==> src/rtl/core/assert_macros.svh <==
// Assertion macros shared by the scheduler RTL.
`ifndef ASSERT_MACROS_SVH
`define ASSERT_MACROS_SVH

// Checks a property at every rising clock edge outside reset.
`define ASSERT_ALWAYS(name, prop, msg) \
    name: assert property (@(posedge clk) disable iff (!rst_n) (prop)) else $error(msg);

// Checks that a condition in one cycle implies another in the next cycle.
`define ASSERT_NEXT(name, pre, post, msg) \
    name: assert property (@(posedge clk) disable iff (!rst_n) (pre) |=> (post)) else $error(msg);

`endif

==> src/rtl/core/nedf_pkg.sv <==
// Package with the sizes, codes and slot record type of the EDF scheduler.
`default_nettype none

package nedf_pkg;

    // Table and time sizes.
    localparam int NUM_SLOTS = 16;
    localparam int TIME_BITS = 16;
    localparam int SLOT_BITS = $clog2(NUM_SLOTS);
    localparam int CNT_BITS  = SLOT_BITS + 1;

    // Fixed widths of the word fields.
    localparam int FIELD_BITS      = 16;
    localparam int SLOT_FIELD_BITS = 4;

    localparam logic [TIME_BITS-1:0] TMAX = {TIME_BITS{1'b1}};

    // Operation codes of an input word.
    localparam logic OP_ADMIT = 1'b0;
    localparam logic OP_TICK  = 1'b1;

    // One job slot as kept in the slot memory.
    typedef struct packed {
        logic [TIME_BITS:0]   abs_deadline;
        logic [TIME_BITS-1:0] arrival;
        logic [TIME_BITS-1:0] remaining;
        logic [TIME_BITS-1:0] first_run;
    } slot_rec_t;

    localparam int REC_BITS = $bits(slot_rec_t);

    // Clamps a field value to the largest time value.
    function automatic logic [TIME_BITS-1:0] sat_field(input logic [FIELD_BITS-1:0] v);
        logic [32:0] wide_v;
        logic [32:0] wide_max;
        wide_v   = 33'(v);
        wide_max = 33'(TMAX);
        if (wide_v > wide_max) begin
            return TMAX;
        end
        return TIME_BITS'(v);
    endfunction

    // Adds one to a time value, sticking at the largest value.
    function automatic logic [TIME_BITS-1:0] sat_inc(input logic [TIME_BITS-1:0] t);
        if (t == TMAX) begin
            return TMAX;
        end
        return t + TIME_BITS'(1);
    endfunction

endpackage

`default_nettype wire

==> src/rtl/core/nedf_ram.sv <==
// Generic single-port-write, single-port-read RAM with registered read data.
`default_nettype none

module nedf_ram #(
    parameter int WIDTH = 8,
    parameter int DEPTH = 16
) (
    input  wire logic                     clk,
    input  wire logic                     wr_en,
    input  wire logic [$clog2(DEPTH)-1:0] wr_addr,
    input  wire logic [WIDTH-1:0]         wr_data,
    input  wire logic                     rd_en,
    input  wire logic [$clog2(DEPTH)-1:0] rd_addr,
    output logic      [WIDTH-1:0]         rd_data
);

    logic [WIDTH-1:0] mem [DEPTH];

    // Write and registered read; contents have no reset.
    always_ff @(posedge clk)
    begin
        if (wr_en)
        begin
            mem[wr_addr] <= wr_data;
        end
        if (rd_en)
        begin
            rd_data <= mem[rd_addr];
        end
    end

endmodule

`default_nettype wire

==> src/rtl/core/nonpreemptive_edf_scheduler_unit.sv <==
// Top level of the non-preemptive earliest-deadline-first job scheduler.
//
// A word is taken when start is high and busy is low, and its result appears
// on the result ports for one cycle with done high; the receiver cannot stall.
// An admit word or a tick with no job in the table leaves busy low and gives
// its result in the next cycle. A tick that continues a running job holds busy
// through the LOAD and EXEC states (slot-memory read, then update). A tick that
// must dispatch holds busy through the SCAN and EXEC states: the slot memory has
// one read port, so the earliest-deadline search reads one slot per cycle,
// then the EXEC state updates and writes back. The result appears as busy
// falls. Valid bits sit in flip-flops, so no clearing pass is run after reset.
`default_nettype none
`include "assert_macros.svh"

module nonpreemptive_edf_scheduler_unit (
    input  wire logic                                 clk,
    input  wire logic                                 rst_n,
    input  wire logic                                 start,
    output logic                                      busy,
    input  wire logic                                 op,
    input  wire logic [nedf_pkg::FIELD_BITS-1:0]      service_time,
    input  wire logic [nedf_pkg::FIELD_BITS-1:0]      rel_deadline,
    output logic                                      done,
    output logic                                      accepted,
    output logic [nedf_pkg::SLOT_FIELD_BITS-1:0]      slot,
    output logic                                      ran,
    output logic                                      started,
    output logic                                      finished,
    output logic [nedf_pkg::FIELD_BITS-1:0]           wait_time,
    output logic [nedf_pkg::FIELD_BITS-1:0]           turnaround,
    output logic                                      met_deadline,
    output logic                                      all_idle
);

    typedef enum logic [1:0] {
        ST_IDLE,
        ST_LOAD,
        ST_SCAN,
        ST_EXEC
    } state_t;

    state_t                                state_reg;
    logic [nedf_pkg::NUM_SLOTS-1:0]        valid_reg;
    logic                                  job_running_reg;
    logic [nedf_pkg::SLOT_BITS-1:0]        running_slot_reg;
    logic [nedf_pkg::TIME_BITS-1:0]        cur_time_reg;
    logic [nedf_pkg::CNT_BITS-1:0]         cnt_reg;
    logic                                  found_reg;
    logic                                  dispatch_reg;
    logic [nedf_pkg::SLOT_BITS-1:0]        best_slot_reg;
    nedf_pkg::slot_rec_t                   best_rec_reg;

    logic                                  done_reg;
    logic                                  accepted_reg;
    logic [nedf_pkg::SLOT_FIELD_BITS-1:0]  slot_reg;
    logic                                  ran_reg;
    logic                                  started_reg;
    logic                                  finished_reg;
    logic [nedf_pkg::FIELD_BITS-1:0]       wait_time_reg;
    logic [nedf_pkg::FIELD_BITS-1:0]       turnaround_reg;
    logic                                  met_deadline_reg;
    logic                                  all_idle_reg;

    logic                                  accept;
    logic                                  run_ok;
    logic                                  free_found;
    logic [nedf_pkg::SLOT_BITS-1:0]        free_idx;
    logic [nedf_pkg::TIME_BITS-1:0]        svc_sat;
    logic [nedf_pkg::TIME_BITS-1:0]        rel_sat;
    nedf_pkg::slot_rec_t                   admit_rec;
    nedf_pkg::slot_rec_t                   rd_rec;
    logic [nedf_pkg::SLOT_BITS-1:0]        scan_prev;
    logic                                  scan_take;
    logic [nedf_pkg::TIME_BITS-1:0]        rem_dec;
    logic                                  ex_fin;
    logic [nedf_pkg::TIME_BITS-1:0]        fin_time;
    logic [nedf_pkg::TIME_BITS-1:0]        first_run;
    nedf_pkg::slot_rec_t                   upd_rec;
    logic [nedf_pkg::NUM_SLOTS-1:0]        valid_next;

    logic                                  ram_wr_en;
    logic [nedf_pkg::SLOT_BITS-1:0]        ram_wr_addr;
    logic [nedf_pkg::REC_BITS-1:0]         ram_wr_data;
    logic                                  ram_rd_en;
    logic [nedf_pkg::SLOT_BITS-1:0]        ram_rd_addr;
    logic [nedf_pkg::REC_BITS-1:0]         ram_rd_data;

    assign busy   = (state_reg != ST_IDLE);
    assign accept = start && (state_reg == ST_IDLE);
    assign run_ok = job_running_reg && valid_reg[running_slot_reg];

    // Lowest free slot for an admit.
    always_comb
    begin
        free_found = 1'b0;
        free_idx   = '0;
        for (int i = nedf_pkg::NUM_SLOTS - 1; i >= 0; i--)
        begin
            if (!valid_reg[i])
            begin
                free_found = 1'b1;
                free_idx   = nedf_pkg::SLOT_BITS'(i);
            end
        end
    end

    // New slot record for an admit; a zero service time counts as one tick.
    always_comb
    begin
        svc_sat = nedf_pkg::sat_field(service_time);
        if (svc_sat == '0)
        begin
            svc_sat = nedf_pkg::TIME_BITS'(1);
        end
        rel_sat                = nedf_pkg::sat_field(rel_deadline);
        admit_rec.abs_deadline = {1'b0, cur_time_reg} + {1'b0, rel_sat};
        admit_rec.arrival      = cur_time_reg;
        admit_rec.remaining    = svc_sat;
        admit_rec.first_run    = '0;
    end

    // Search step: the word read last cycle beats the best so far if its
    // deadline is earlier, or equal with an earlier arrival.
    assign rd_rec    = nedf_pkg::slot_rec_t'(ram_rd_data);
    assign scan_prev = nedf_pkg::SLOT_BITS'(cnt_reg - nedf_pkg::CNT_BITS'(1));
    assign scan_take = (cnt_reg != '0) && valid_reg[scan_prev] &&
                       (!found_reg ||
                        (rd_rec.abs_deadline < best_rec_reg.abs_deadline) ||
                        ((rd_rec.abs_deadline == best_rec_reg.abs_deadline) &&
                         (rd_rec.arrival < best_rec_reg.arrival)));

    // Execution of the selected job for one tick.
    always_comb
    begin
        rem_dec   = best_rec_reg.remaining - nedf_pkg::TIME_BITS'(1);
        ex_fin    = (best_rec_reg.remaining <= nedf_pkg::TIME_BITS'(1));
        fin_time  = nedf_pkg::sat_inc(cur_time_reg);
        first_run = dispatch_reg ? cur_time_reg : best_rec_reg.first_run;
        upd_rec              = best_rec_reg;
        upd_rec.remaining    = ex_fin ? '0 : rem_dec;
        upd_rec.first_run    = first_run;
        valid_next           = valid_reg;
        if (ex_fin)
        begin
            valid_next[best_slot_reg] = 1'b0;
        end
    end

    // Slot memory ports.
    always_comb
    begin
        ram_wr_en   = 1'b0;
        ram_wr_addr = free_idx;
        ram_wr_data = admit_rec;
        if (state_reg == ST_EXEC)
        begin
            ram_wr_en   = !ex_fin;
            ram_wr_addr = best_slot_reg;
            ram_wr_data = upd_rec;
        end
        else if (accept && (op == nedf_pkg::OP_ADMIT))
        begin
            ram_wr_en = free_found;
        end

        ram_rd_en   = 1'b0;
        ram_rd_addr = running_slot_reg;
        if (state_reg == ST_SCAN)
        begin
            ram_rd_en   = (cnt_reg < nedf_pkg::CNT_BITS'(nedf_pkg::NUM_SLOTS));
            ram_rd_addr = cnt_reg[nedf_pkg::SLOT_BITS-1:0];
        end
        else if (accept && (op == nedf_pkg::OP_TICK))
        begin
            ram_rd_en = run_ok;
        end
    end

    nedf_ram #(
        .WIDTH (nedf_pkg::REC_BITS),
        .DEPTH (nedf_pkg::NUM_SLOTS)
    ) u_slot_ram (
        .clk     (clk),
        .wr_en   (ram_wr_en),
        .wr_addr (ram_wr_addr),
        .wr_data (ram_wr_data),
        .rd_en   (ram_rd_en),
        .rd_addr (ram_rd_addr),
        .rd_data (ram_rd_data)
    );

    // Payload registers of the search; no reset needed.
    always_ff @(posedge clk)
    begin
        if (state_reg == ST_LOAD)
        begin
            best_rec_reg <= rd_rec;
        end
        else if ((state_reg == ST_SCAN) && scan_take)
        begin
            best_rec_reg <= rd_rec;
        end
    end

    // Control state machine and registered result word.
    always_ff @(posedge clk or negedge rst_n)
    begin
        if (!rst_n)
        begin
            state_reg        <= ST_IDLE;
            valid_reg        <= '0;
            job_running_reg  <= 1'b0;
            running_slot_reg <= '0;
            cur_time_reg     <= '0;
            cnt_reg          <= '0;
            found_reg        <= 1'b0;
            dispatch_reg     <= 1'b0;
            best_slot_reg    <= '0;
            done_reg         <= 1'b0;
            accepted_reg     <= 1'b0;
            slot_reg         <= '0;
            ran_reg          <= 1'b0;
            started_reg      <= 1'b0;
            finished_reg     <= 1'b0;
            wait_time_reg    <= '0;
            turnaround_reg   <= '0;
            met_deadline_reg <= 1'b0;
            all_idle_reg     <= 1'b0;
        end
        else
        begin
            done_reg <= 1'b0;
            case (state_reg)
                ST_IDLE:
                begin
                    if (accept)
                    begin
                        if (op == nedf_pkg::OP_ADMIT)
                        begin
                            // Admit finishes here; the table is never empty after it.
                            done_reg         <= 1'b1;
                            accepted_reg     <= free_found;
                            slot_reg         <= free_found ?
                                                nedf_pkg::SLOT_FIELD_BITS'(free_idx) : '0;
                            ran_reg          <= 1'b0;
                            started_reg      <= 1'b0;
                            finished_reg     <= 1'b0;
                            wait_time_reg    <= '0;
                            turnaround_reg   <= '0;
                            met_deadline_reg <= 1'b0;
                            all_idle_reg     <= 1'b0;
                            if (free_found)
                            begin
                                valid_reg[free_idx] <= 1'b1;
                            end
                        end
                        else if (run_ok)
                        begin
                            // Continue the running job.
                            best_slot_reg <= running_slot_reg;
                            dispatch_reg  <= 1'b0;
                            state_reg     <= ST_LOAD;
                        end
                        else if (valid_reg == '0)
                        begin
                            // Idle tick: nothing runs and time stands still.
                            done_reg         <= 1'b1;
                            accepted_reg     <= 1'b0;
                            slot_reg         <= '0;
                            ran_reg          <= 1'b0;
                            started_reg      <= 1'b0;
                            finished_reg     <= 1'b0;
                            wait_time_reg    <= '0;
                            turnaround_reg   <= '0;
                            met_deadline_reg <= 1'b0;
                            all_idle_reg     <= 1'b1;
                        end
                        else
                        begin
                            // Dispatch: search all slots for the earliest deadline.
                            job_running_reg <= 1'b0;
                            cnt_reg         <= '0;
                            found_reg       <= 1'b0;
                            dispatch_reg    <= 1'b1;
                            state_reg       <= ST_SCAN;
                        end
                    end
                end

                ST_LOAD:
                begin
                    state_reg <= ST_EXEC;
                end

                ST_SCAN:
                begin
                    if (scan_take)
                    begin
                        best_slot_reg <= scan_prev;
                        found_reg     <= 1'b1;
                    end
                    cnt_reg <= cnt_reg + nedf_pkg::CNT_BITS'(1);
                    if (cnt_reg == nedf_pkg::CNT_BITS'(nedf_pkg::NUM_SLOTS))
                    begin
                        state_reg <= ST_EXEC;
                    end
                end

                ST_EXEC:
                begin
                    // Run one tick, report, and free the slot on completion.
                    done_reg         <= 1'b1;
                    accepted_reg     <= 1'b0;
                    slot_reg         <= nedf_pkg::SLOT_FIELD_BITS'(best_slot_reg);
                    ran_reg          <= 1'b1;
                    started_reg      <= dispatch_reg;
                    finished_reg     <= ex_fin;
                    wait_time_reg    <= ex_fin ?
                        nedf_pkg::FIELD_BITS'(first_run - best_rec_reg.arrival) : '0;
                    turnaround_reg   <= ex_fin ?
                        nedf_pkg::FIELD_BITS'(fin_time - best_rec_reg.arrival) : '0;
                    met_deadline_reg <= ex_fin &&
                        ({1'b0, fin_time} <= best_rec_reg.abs_deadline);
                    all_idle_reg     <= (valid_next == '0);
                    valid_reg        <= valid_next;
                    running_slot_reg <= best_slot_reg;
                    job_running_reg  <= !ex_fin;
                    cur_time_reg     <= fin_time;
                    state_reg        <= ST_IDLE;
                end

                default:
                begin
                    state_reg <= ST_IDLE;
                end
            endcase
        end
    end

    assign done         = done_reg;
    assign accepted     = accepted_reg;
    assign slot         = slot_reg;
    assign ran          = ran_reg;
    assign started      = started_reg;
    assign finished     = finished_reg;
    assign wait_time    = wait_time_reg;
    assign turnaround   = turnaround_reg;
    assign met_deadline = met_deadline_reg;
    assign all_idle     = all_idle_reg;

    // A running job always owns a valid slot.
    `ASSERT_ALWAYS(a_running_valid, !job_running_reg || valid_reg[running_slot_reg], "running job has no valid slot")
    // The executed slot is valid when its tick is applied.
    `ASSERT_ALWAYS(a_exec_valid, (state_reg != ST_EXEC) || valid_reg[best_slot_reg], "executing an empty slot")
    // The execute step always produces a result word.
    `ASSERT_NEXT(a_exec_done, state_reg == ST_EXEC, done_reg && ran_reg, "execute step gave no result")
    // A finished report belongs to a tick that ran and never to an admit.
    `ASSERT_ALWAYS(a_fin_ran, !(done_reg && finished_reg) || (ran_reg && !accepted_reg), "finish without run")
    // A dispatch search always ends with a candidate.
    `ASSERT_NEXT(a_scan_found, (state_reg == ST_SCAN) && (cnt_reg == nedf_pkg::CNT_BITS'(nedf_pkg::NUM_SLOTS)), found_reg, "search found no job")

endmodule

`default_nettype wire

==> config.mk <==
export PLATFORM = sky130hd
export DESIGN_NAME = nonpreemptive_edf_scheduler_unit
export DESIGN_NICKNAME = d
export VERILOG_FILES = /design/src/rtl/core/nedf_pkg.sv /design/src/rtl/core/nedf_ram.sv /design/src/rtl/core/nonpreemptive_edf_scheduler_unit.sv
export VERILOG_INCLUDE_DIRS = /design/src /design/src/rtl/core
export SDC_FILE = /design/constraint.sdc
export NUM_CORES = 2
export LEC_CHECK = 0
export BUFFER_PORTS_ARGS = -buffer_cell sky130_fd_sc_hd__buf_2
export CAP_MARGIN = 20
export CORE_UTILIZATION = 25
export DETAILED_ROUTE_END_ITERATION = 8
export SLEW_MARGIN = 0
export SYNTH_ARGS = -nofsm -noshare
export SYNTH_HDL_FRONTEND = slang
export SYNTH_HIERARCHICAL = 1
export SYNTH_SLANG_ARGS = --single-unit
==> constraint.sdc <==
create_clock -name clk -period 11.3 [get_ports clk]
set_input_delay 1.695 -clock clk [delete_from_list [all_inputs] [get_ports clk]]
set_output_delay 1.695 -clock clk [all_outputs]
set_load 0.02 [all_outputs]
# ---- Word-level counts from Yosys, hierarchy flattened
# Memory sizes are Yosys's and may differ from the RTL's. A register that Yosys moved wholly into a read port is not among the register bits.
# Cells that the tools add are included.
dict set report totals {
  word_cells 219
  out_inout_bits 44
  ff_bits 158
  n_memories 1
  input_bits 36
  ram_bits 1040
}
dict set report classes {
  reduce_logical 32
  bitwise_logic 4
  eq_ne 19
  mux 122
  n_addsub 7
  magnitude_cmp 11
}
# name depth word_bits rd rd_ports_with_merged_regs write_ports line
set memory_table {}
lappend memory_table {u_slot_ram.mem 16 65 1 1 1 nedf_ram.sv:17} ;# logic [WIDTH-1:0] mem [DEPTH];
# operator count
set op_table {}
lappend op_table {{$mux 16} 15}
lappend op_table {{$mux 65} 3}
lappend op_table {{$mux 4} 27}
lappend op_table {{$pmux 16 s2} 3}
lappend op_table {{$logic_not 16->1} 3}
lappend op_table {{$mux 1} 48}
lappend op_table {{$sub 16x16->16} 2}
lappend op_table {{$lt 4x5->1 const B} 4}
lappend op_table {{$mux 5} 4}
lappend op_table {{$ne 2x2->1 const B} 9}
lappend op_table {{$pmux 1 s2} 9}
lappend op_table {{$add 16x16->17} 1}
lappend op_table {{$eq 17x17->1} 1}
lappend op_table {{$le 16x17->1} 1}
lappend op_table {{$lt 17x17->1} 1}
lappend op_table {{$add 16x1->16 const B} 1}
lappend op_table {{$and 16x16->16} 1}
lappend op_table {{$eq 16x16->1 const B} 1}
lappend op_table {{$le 16x1->1 const B} 1}
lappend op_table {{$lt 16x16->1} 1}
lappend op_table {{$not 16->16} 1}
lappend op_table {{$or 16x16->16} 1}
lappend op_table {{$pmux 4 s2} 2}
lappend op_table {{$reduce_and 4->1} 4}
lappend op_table {{25 further kinds} 51}

# ---- Logic depth before layout (Yosys ltp)
dict set report depth {
  word_depth 25
  mapped_depth 16
  ltp_nobuf 15
}

# ---- By module
# Netlist, hierarchy kept.
# mod cells_each area_per_inst_um2 n_inst
set modules_own_cells {}
lappend modules_own_cells {nedf_ram 1673 40894.2 1}
lappend modules_own_cells {nonpreemptive_edf_scheduler_unit 1213 11313.4 1}

# ---- Least setup slack after synthesis
# OpenSTA, ideal clock, no wires.
dict set report synth_path {
  path_kind {input to register}
  startpoint {input op}
  endpoint {memory u_slot_ram/mem[0][0] in the netlist's numbering, enable pin}
  setup_time_ns 0.568
  n_path_buf 0
  setup_slack_ns 3.558
  arrival_time_ns 7.174
  t_required_ns 10.732
  path_stages 5
  cell_sequence {nor2_1 -> o21ai_0 -> o21ai_0 -> or3b_1 -> nor3_1}
}
dict set report synth_via {
  elab_chain_cells 6
}
# element line
set synth_rtl {}
lappend synth_rtl {{start, declared} nonpreemptive_edf_scheduler_unit.sv:20} ;# input wire logic op,
lappend synth_rtl {{$not 1->1} -}
lappend synth_rtl {{$logic_and 1x1->1} nonpreemptive_edf_scheduler_unit.sv:161} ;# else if (accept && (op == nedf_pkg::OP_ADMIT))
lappend synth_rtl {{$mux 1} nonpreemptive_edf_scheduler_unit.sv:161}
lappend synth_rtl {{$mux 1} nonpreemptive_edf_scheduler_unit.sv:155} ;# if (state_reg == ST_EXEC)
lappend synth_rtl {{net ram_wr_en} nonpreemptive_edf_scheduler_unit.sv:81} ;# logic ram_wr_en;
lappend synth_rtl {{$mux 1} nedf_ram.sv:22} ;# if (wr_en)
lappend synth_rtl {{$mux 1 (implied by the code)} nedf_ram.sv:24} ;# mem[wr_addr] <= wr_data;
lappend synth_rtl {{end, declared} nedf_ram.sv:17}
# The timed path passes the listed nets, and every way through them passes these cells.

# ---- Worst setup path after layout
dict set report layout_path {
  startpoint {register state_reg[0]}
  endpoint {register u_slot_ram.rd_data[22] (read register of u_slot_ram.mem), data pin}
}
dict set report layout_via {
  elab_cells_between_ends 7
  classes_between {eq/ne: 1; mux: 3; reduce/logical: 3}
}
# element line
set layout_lines {}
lappend layout_lines {{start, declared} nonpreemptive_edf_scheduler_unit.sv:42} ;# state_t state_reg;
lappend layout_lines {{start signal, assigned} nonpreemptive_edf_scheduler_unit.sv:210} ;# state_reg <= ST_IDLE;
lappend layout_lines {{start signal, assigned} nonpreemptive_edf_scheduler_unit.sv:262} ;# state_reg <= ST_LOAD;
lappend layout_lines {{start signal, assigned} nonpreemptive_edf_scheduler_unit.sv:285} ;# state_reg <= ST_SCAN;
lappend layout_lines {{$eq 2x2->1} nonpreemptive_edf_scheduler_unit.sv:168} ;# if (state_reg == ST_SCAN)
lappend layout_lines {{$mux 4} nonpreemptive_edf_scheduler_unit.sv:168}
lappend layout_lines {{net ram_rd_addr (one bit)} nonpreemptive_edf_scheduler_unit.sv:85} ;# logic [nedf_pkg::SLOT_BITS-1:0] ram_rd_addr;
lappend layout_lines {{end, declared} nedf_ram.sv:14} ;# output logic [WIDTH-1:0] rd_data
# The timed path passes the listed nets, and every way through them passes these cells.
# A chain may end at the register's enable or synchronous reset.

==> summary.txt <==
Sequential fraction of the synthesis area - 71.75%
1st-pass router iterations - 5
Top-area cell type share of the netlist area - 67.30%
Fmax - 0.1965 GHz
Largest register FFs - 1040
Post-route cell area - 60630 µm²
Hold slack - 0.4135 ns
WS Path Type - reg -> reg
Async set-reset flop share out of synthesis - 7.363%
Flops & latches, synth - 1263
Clock buffer count from CTS - 134
Final setup viols - 0
CP max-delay cell - o21ai_4
Vias in the first global route - 28185
Worst slew pin tran - 1.135 ns
Clk pwr share - 25.4%
Clk sinks - 1263
R2r endpoint - u_slot_ram/rd_data[22]
Synth top area cells - edfxtp_1 67%, mux4_2 12%, dfrtp_1 4.5%
Post-Route WL - 135700 µm
Global Route Usage Sum - 12.76%
Switch share - 34.87%
Worst rel slew slack - 24.31%
Reg power frac - 40.0%
Crit-path cells - inv_1 > ha_1 > inv_1 > o21ai_4 > buf_12 > buf_4 > mux4_2 > a22oi_1 > nand2_1
CTS H-tree depth - 4
PostCTS Resize Cnt - 0
Hold Crit Endpoint - best_rec_reg[15]
First-pass GRT wire length - 198500 µm
Area after DPL - 56120 µm²
Comb pwr share - 34.6%
Final TNS setup - 0 ns
Unrepaired setup endpoints after global routing - false
Final hold vios - 0
Pwr dens - 287.1 nW/µm²
EDFF count, synth - 1170
Max-Cap Viols - 0
Hold_buf cts - 0
Port Buffers - 79
HP Class - reg -> reg
Tcrit/Tclk final - 45.03%
Initial core utilization - 25.19%
Largest net degree at the start of global routing - 132
Routed WL per cell - 22.83 µm
Worst hold stages - 0
Clock skew - 0.03763 ns
CP max stage delay - 0.83 ns
Worst r2r src - state_reg[0]
Internal power - 11.34 mW
Placer congestion estimate - 0.8429
Residual DRC - 0
Die area - 210700 µm²
Worst reg-to-reg setup slack - 6.21 ns
Area leader, netlist - edfxtp_1
Initial DRC Count - 2600
ANT nets after route - 0
# fillers - 20351
Worst r2r path cells - 9
Total Nets Final - 3185
Crit. End Element - flip-flop
Vias per cell - 4.658
Final Max Tran Viols - 0
Post-Synthesis Cells - 2886
Peak supply drop - 0.2073 mV
Ys flop type - edfxtp_1
Leak - 19.64 nW
GRT overflow - 0
Post-layout minimum cycle time - 5.088 ns
Routed via count - 27672
Startpoint types - flip-flop
P&R area growth vs syn - 16.13%
Syn avg cell area - 18.09 µm²
Row cnt - 167
CTS Root Cell - clkbuf_16
Most Frequent Cell on Critical Path - inv_1
Chip width - 459.0 µm
IO Count - 80
Fraction of layout cells with a size suffix above 1 - 22.01%
Outcome - completed
CP delay by family, top - buffers and inverters
Critical-path maximum fanout - 96
Buf+Inv Stages, Crit Path - 4
Core area - 207300 µm²
Required time of the critical path - 11.80 ns
Clock buffer depth - 3
Hpwl dp - 83660 µm
Worst skew pair latency - 0.76 ns
Post-CTS setup buffers - 0
Critical Path AT - 5.59 ns
Distinct cell type count after synthesis - 80
YS warnings - 6
Mapped cell area - 52210 µm²
Psw - 6.069 mW
Initial antenna violation count - 8
Clock Pin Slew Worst Setup and Hold Paths - 0.06 ns
Hold path start - u_slot_ram/rd_data[15]
Clock tree from TritonCTS - yes
Post-Syn Nets - 3029
Die H - 459.0 µm
## stage by stage
| step | util (%) | worst slack [ns] | total power, mW | std cells |
|---|---|---|---|---|
| floorplan | - | 3.558 | 10.91 | 2886 |
| global placement | 27.05 | 5.857 | 13.05 | 5681 |
| detailed placement | 27.08 | 5.810 | 13.13 | 5687 |
| CTS | 29.21 | 6.040 | 17.58 | 5930 |
| global route | 29.25 | 5.605 | 18.21 | 5938 |
| finish | 29.25 | 6.212 | 17.41 | 5941 |
## area by class of cell
| cell class | instances | area [µm²] | area share [%] |
|---|---|---|---|
| Inverter | 67 | 251.5 | 0.4148 |
| Multi-Input combinational cell | 1413 | 13920 | 22.96 |
| Sequential cell | 1263 | 37460 | 61.79 |
| Clock buffer | 171 | 3566 | 5.882 |
| Timing Repair Buffer | 163 | 1072 | 1.769 |
| Antenna cell | 4 | 10.01 | 0.01651 |
| Clock inverter | 72 | 858.3 | 1.416 |
| Tap cell | 2788 | 3488 | 5.754 |
## layer usage
layer | vias to the layer above | global-route usage [%] | routed length [µm]
met4 | 0 | 3.653 | 3098
li1 | 11989 | - | -
met2 | 866 | 21.82 | 68570
met3 | 178 | 1.888 | 6982
met1 | 14639 | 16.70 | 57010
met5 | - | 0 | 0
## cells in the final DEF, fill, tap and decap left out, types with 67 or more instances in the layout
cell type,n
a22oi_1,130
buf_2,78
buf_4,81
clkbuf_16,137
dfrtp_1,93
edfxtp_1,1170
ha_1,103
inv_1,67
mux4_2,269
nand2_1,193
nor2_1,75
o21ai_0,95
## power groups by stage
stage / Clock, mW / Sequential (mW) / Combinational [mW]
3_5_place_dp: 0 / 7.05 / 6.08
6_report: 4.43 / 6.96 / 6.02
5_1_grt: 4.68 / 7.01 / 6.52
4_1_cts: 4.52 / 6.96 / 6.10
2_1_floorplan: 0 / 6.87 / 4.04
3_3_place_gp: 0 / 7.05 / 6.01
## worst max path at each step
stage / startpoint / to / slack [ns] / cells after the start
after global placement: op / u_slot_ram/mem[7][60] / 5.86 / 7
after global routing: state_reg[0] / u_slot_ram/rd_data[22] / 5.61 / 9
after detailed placement: op / u_slot_ram/mem[8][16] / 5.81 / 8
after CTS: state_reg[0] / u_slot_ram/rd_data[22] / 6.04 / 9
final: state_reg[0] / u_slot_ram/rd_data[22] / 6.21 / 9
after floorplan: op / u_slot_ram/mem[0][0] / 3.56 / 5
## synthesized netlist by cell type (4+ instances only)
| library cell | n |
|---|---|
| o21a_1 | 20 |
| nand2b_1 | 14 |
| o211ai_1 | 4 |
| a21oi_1 | 54 |
| buf_6 | 16 |
| nor4_1 | 14 |
| mux4_2 | 269 |
| xnor2_1 | 29 |
| o41ai_1 | 4 |
| ha_1 | 104 |
| and3_1 | 7 |
| a22oi_1 | 130 |
| xor2_1 | 31 |
| nand3b_1 | 5 |
| mux2i_1 | 9 |
| nor3b_1 | 7 |
| a31oi_1 | 15 |
| nor2b_1 | 14 |
| dfrtp_1 | 93 |
| o21ai_1 | 22 |
| nand2_1 | 193 |
| a21o_1 | 18 |
| o31ai_1 | 10 |
| nand4_1 | 22 |
| o32ai_1 | 4 |
| mux2_2 | 35 |
| o21ai_0 | 103 |
| nand3_1 | 44 |
| edfxtp_1 | 1170 |
| o2bb2ai_1 | 9 |
| clkbuf_8 | 4 |
| or3_1 | 8 |
| a211oi_1 | 10 |
| inv_1 | 67 |
| nor2_1 | 89 |
| clkbuf_1 | 83 |
| buf_4 | 8 |
| and2_1 | 19 |
| buf_2 | 23 |
| nor3_1 | 37 |
| buf_1 | 7 |
| a32o_1 | 5 |
## cell families (layout without fill, tap and decap cells)
logic type	count (synthesis)	in the layout	share of synthesized area (%)
and+or+nand+nor	489	489	4.450
other	0	4	0
adders and majority gates	107	107	2.607
muxes	313	313	12.53
AOI/OAI and AO/OA	444	444	5.678
xor gates and xnor gates	60	60	1.007
buffers and inverters	210	473	1.972
DFF	1263	1263	71.75
## worst register-to-register path: cells and delay by family, from the launching register on
kind	cells	cell delay, ns
AO/OA/AOI/OAI	2	1.10
multiplexers	1	0.61
adder cells (fa/ha/maj)	1	0.54
AND/OR/NAND/NOR	1	0.09
flip-flops	1	0.45
buffers and inverters	4	2.05
Power figures use the tool's default switching activity.
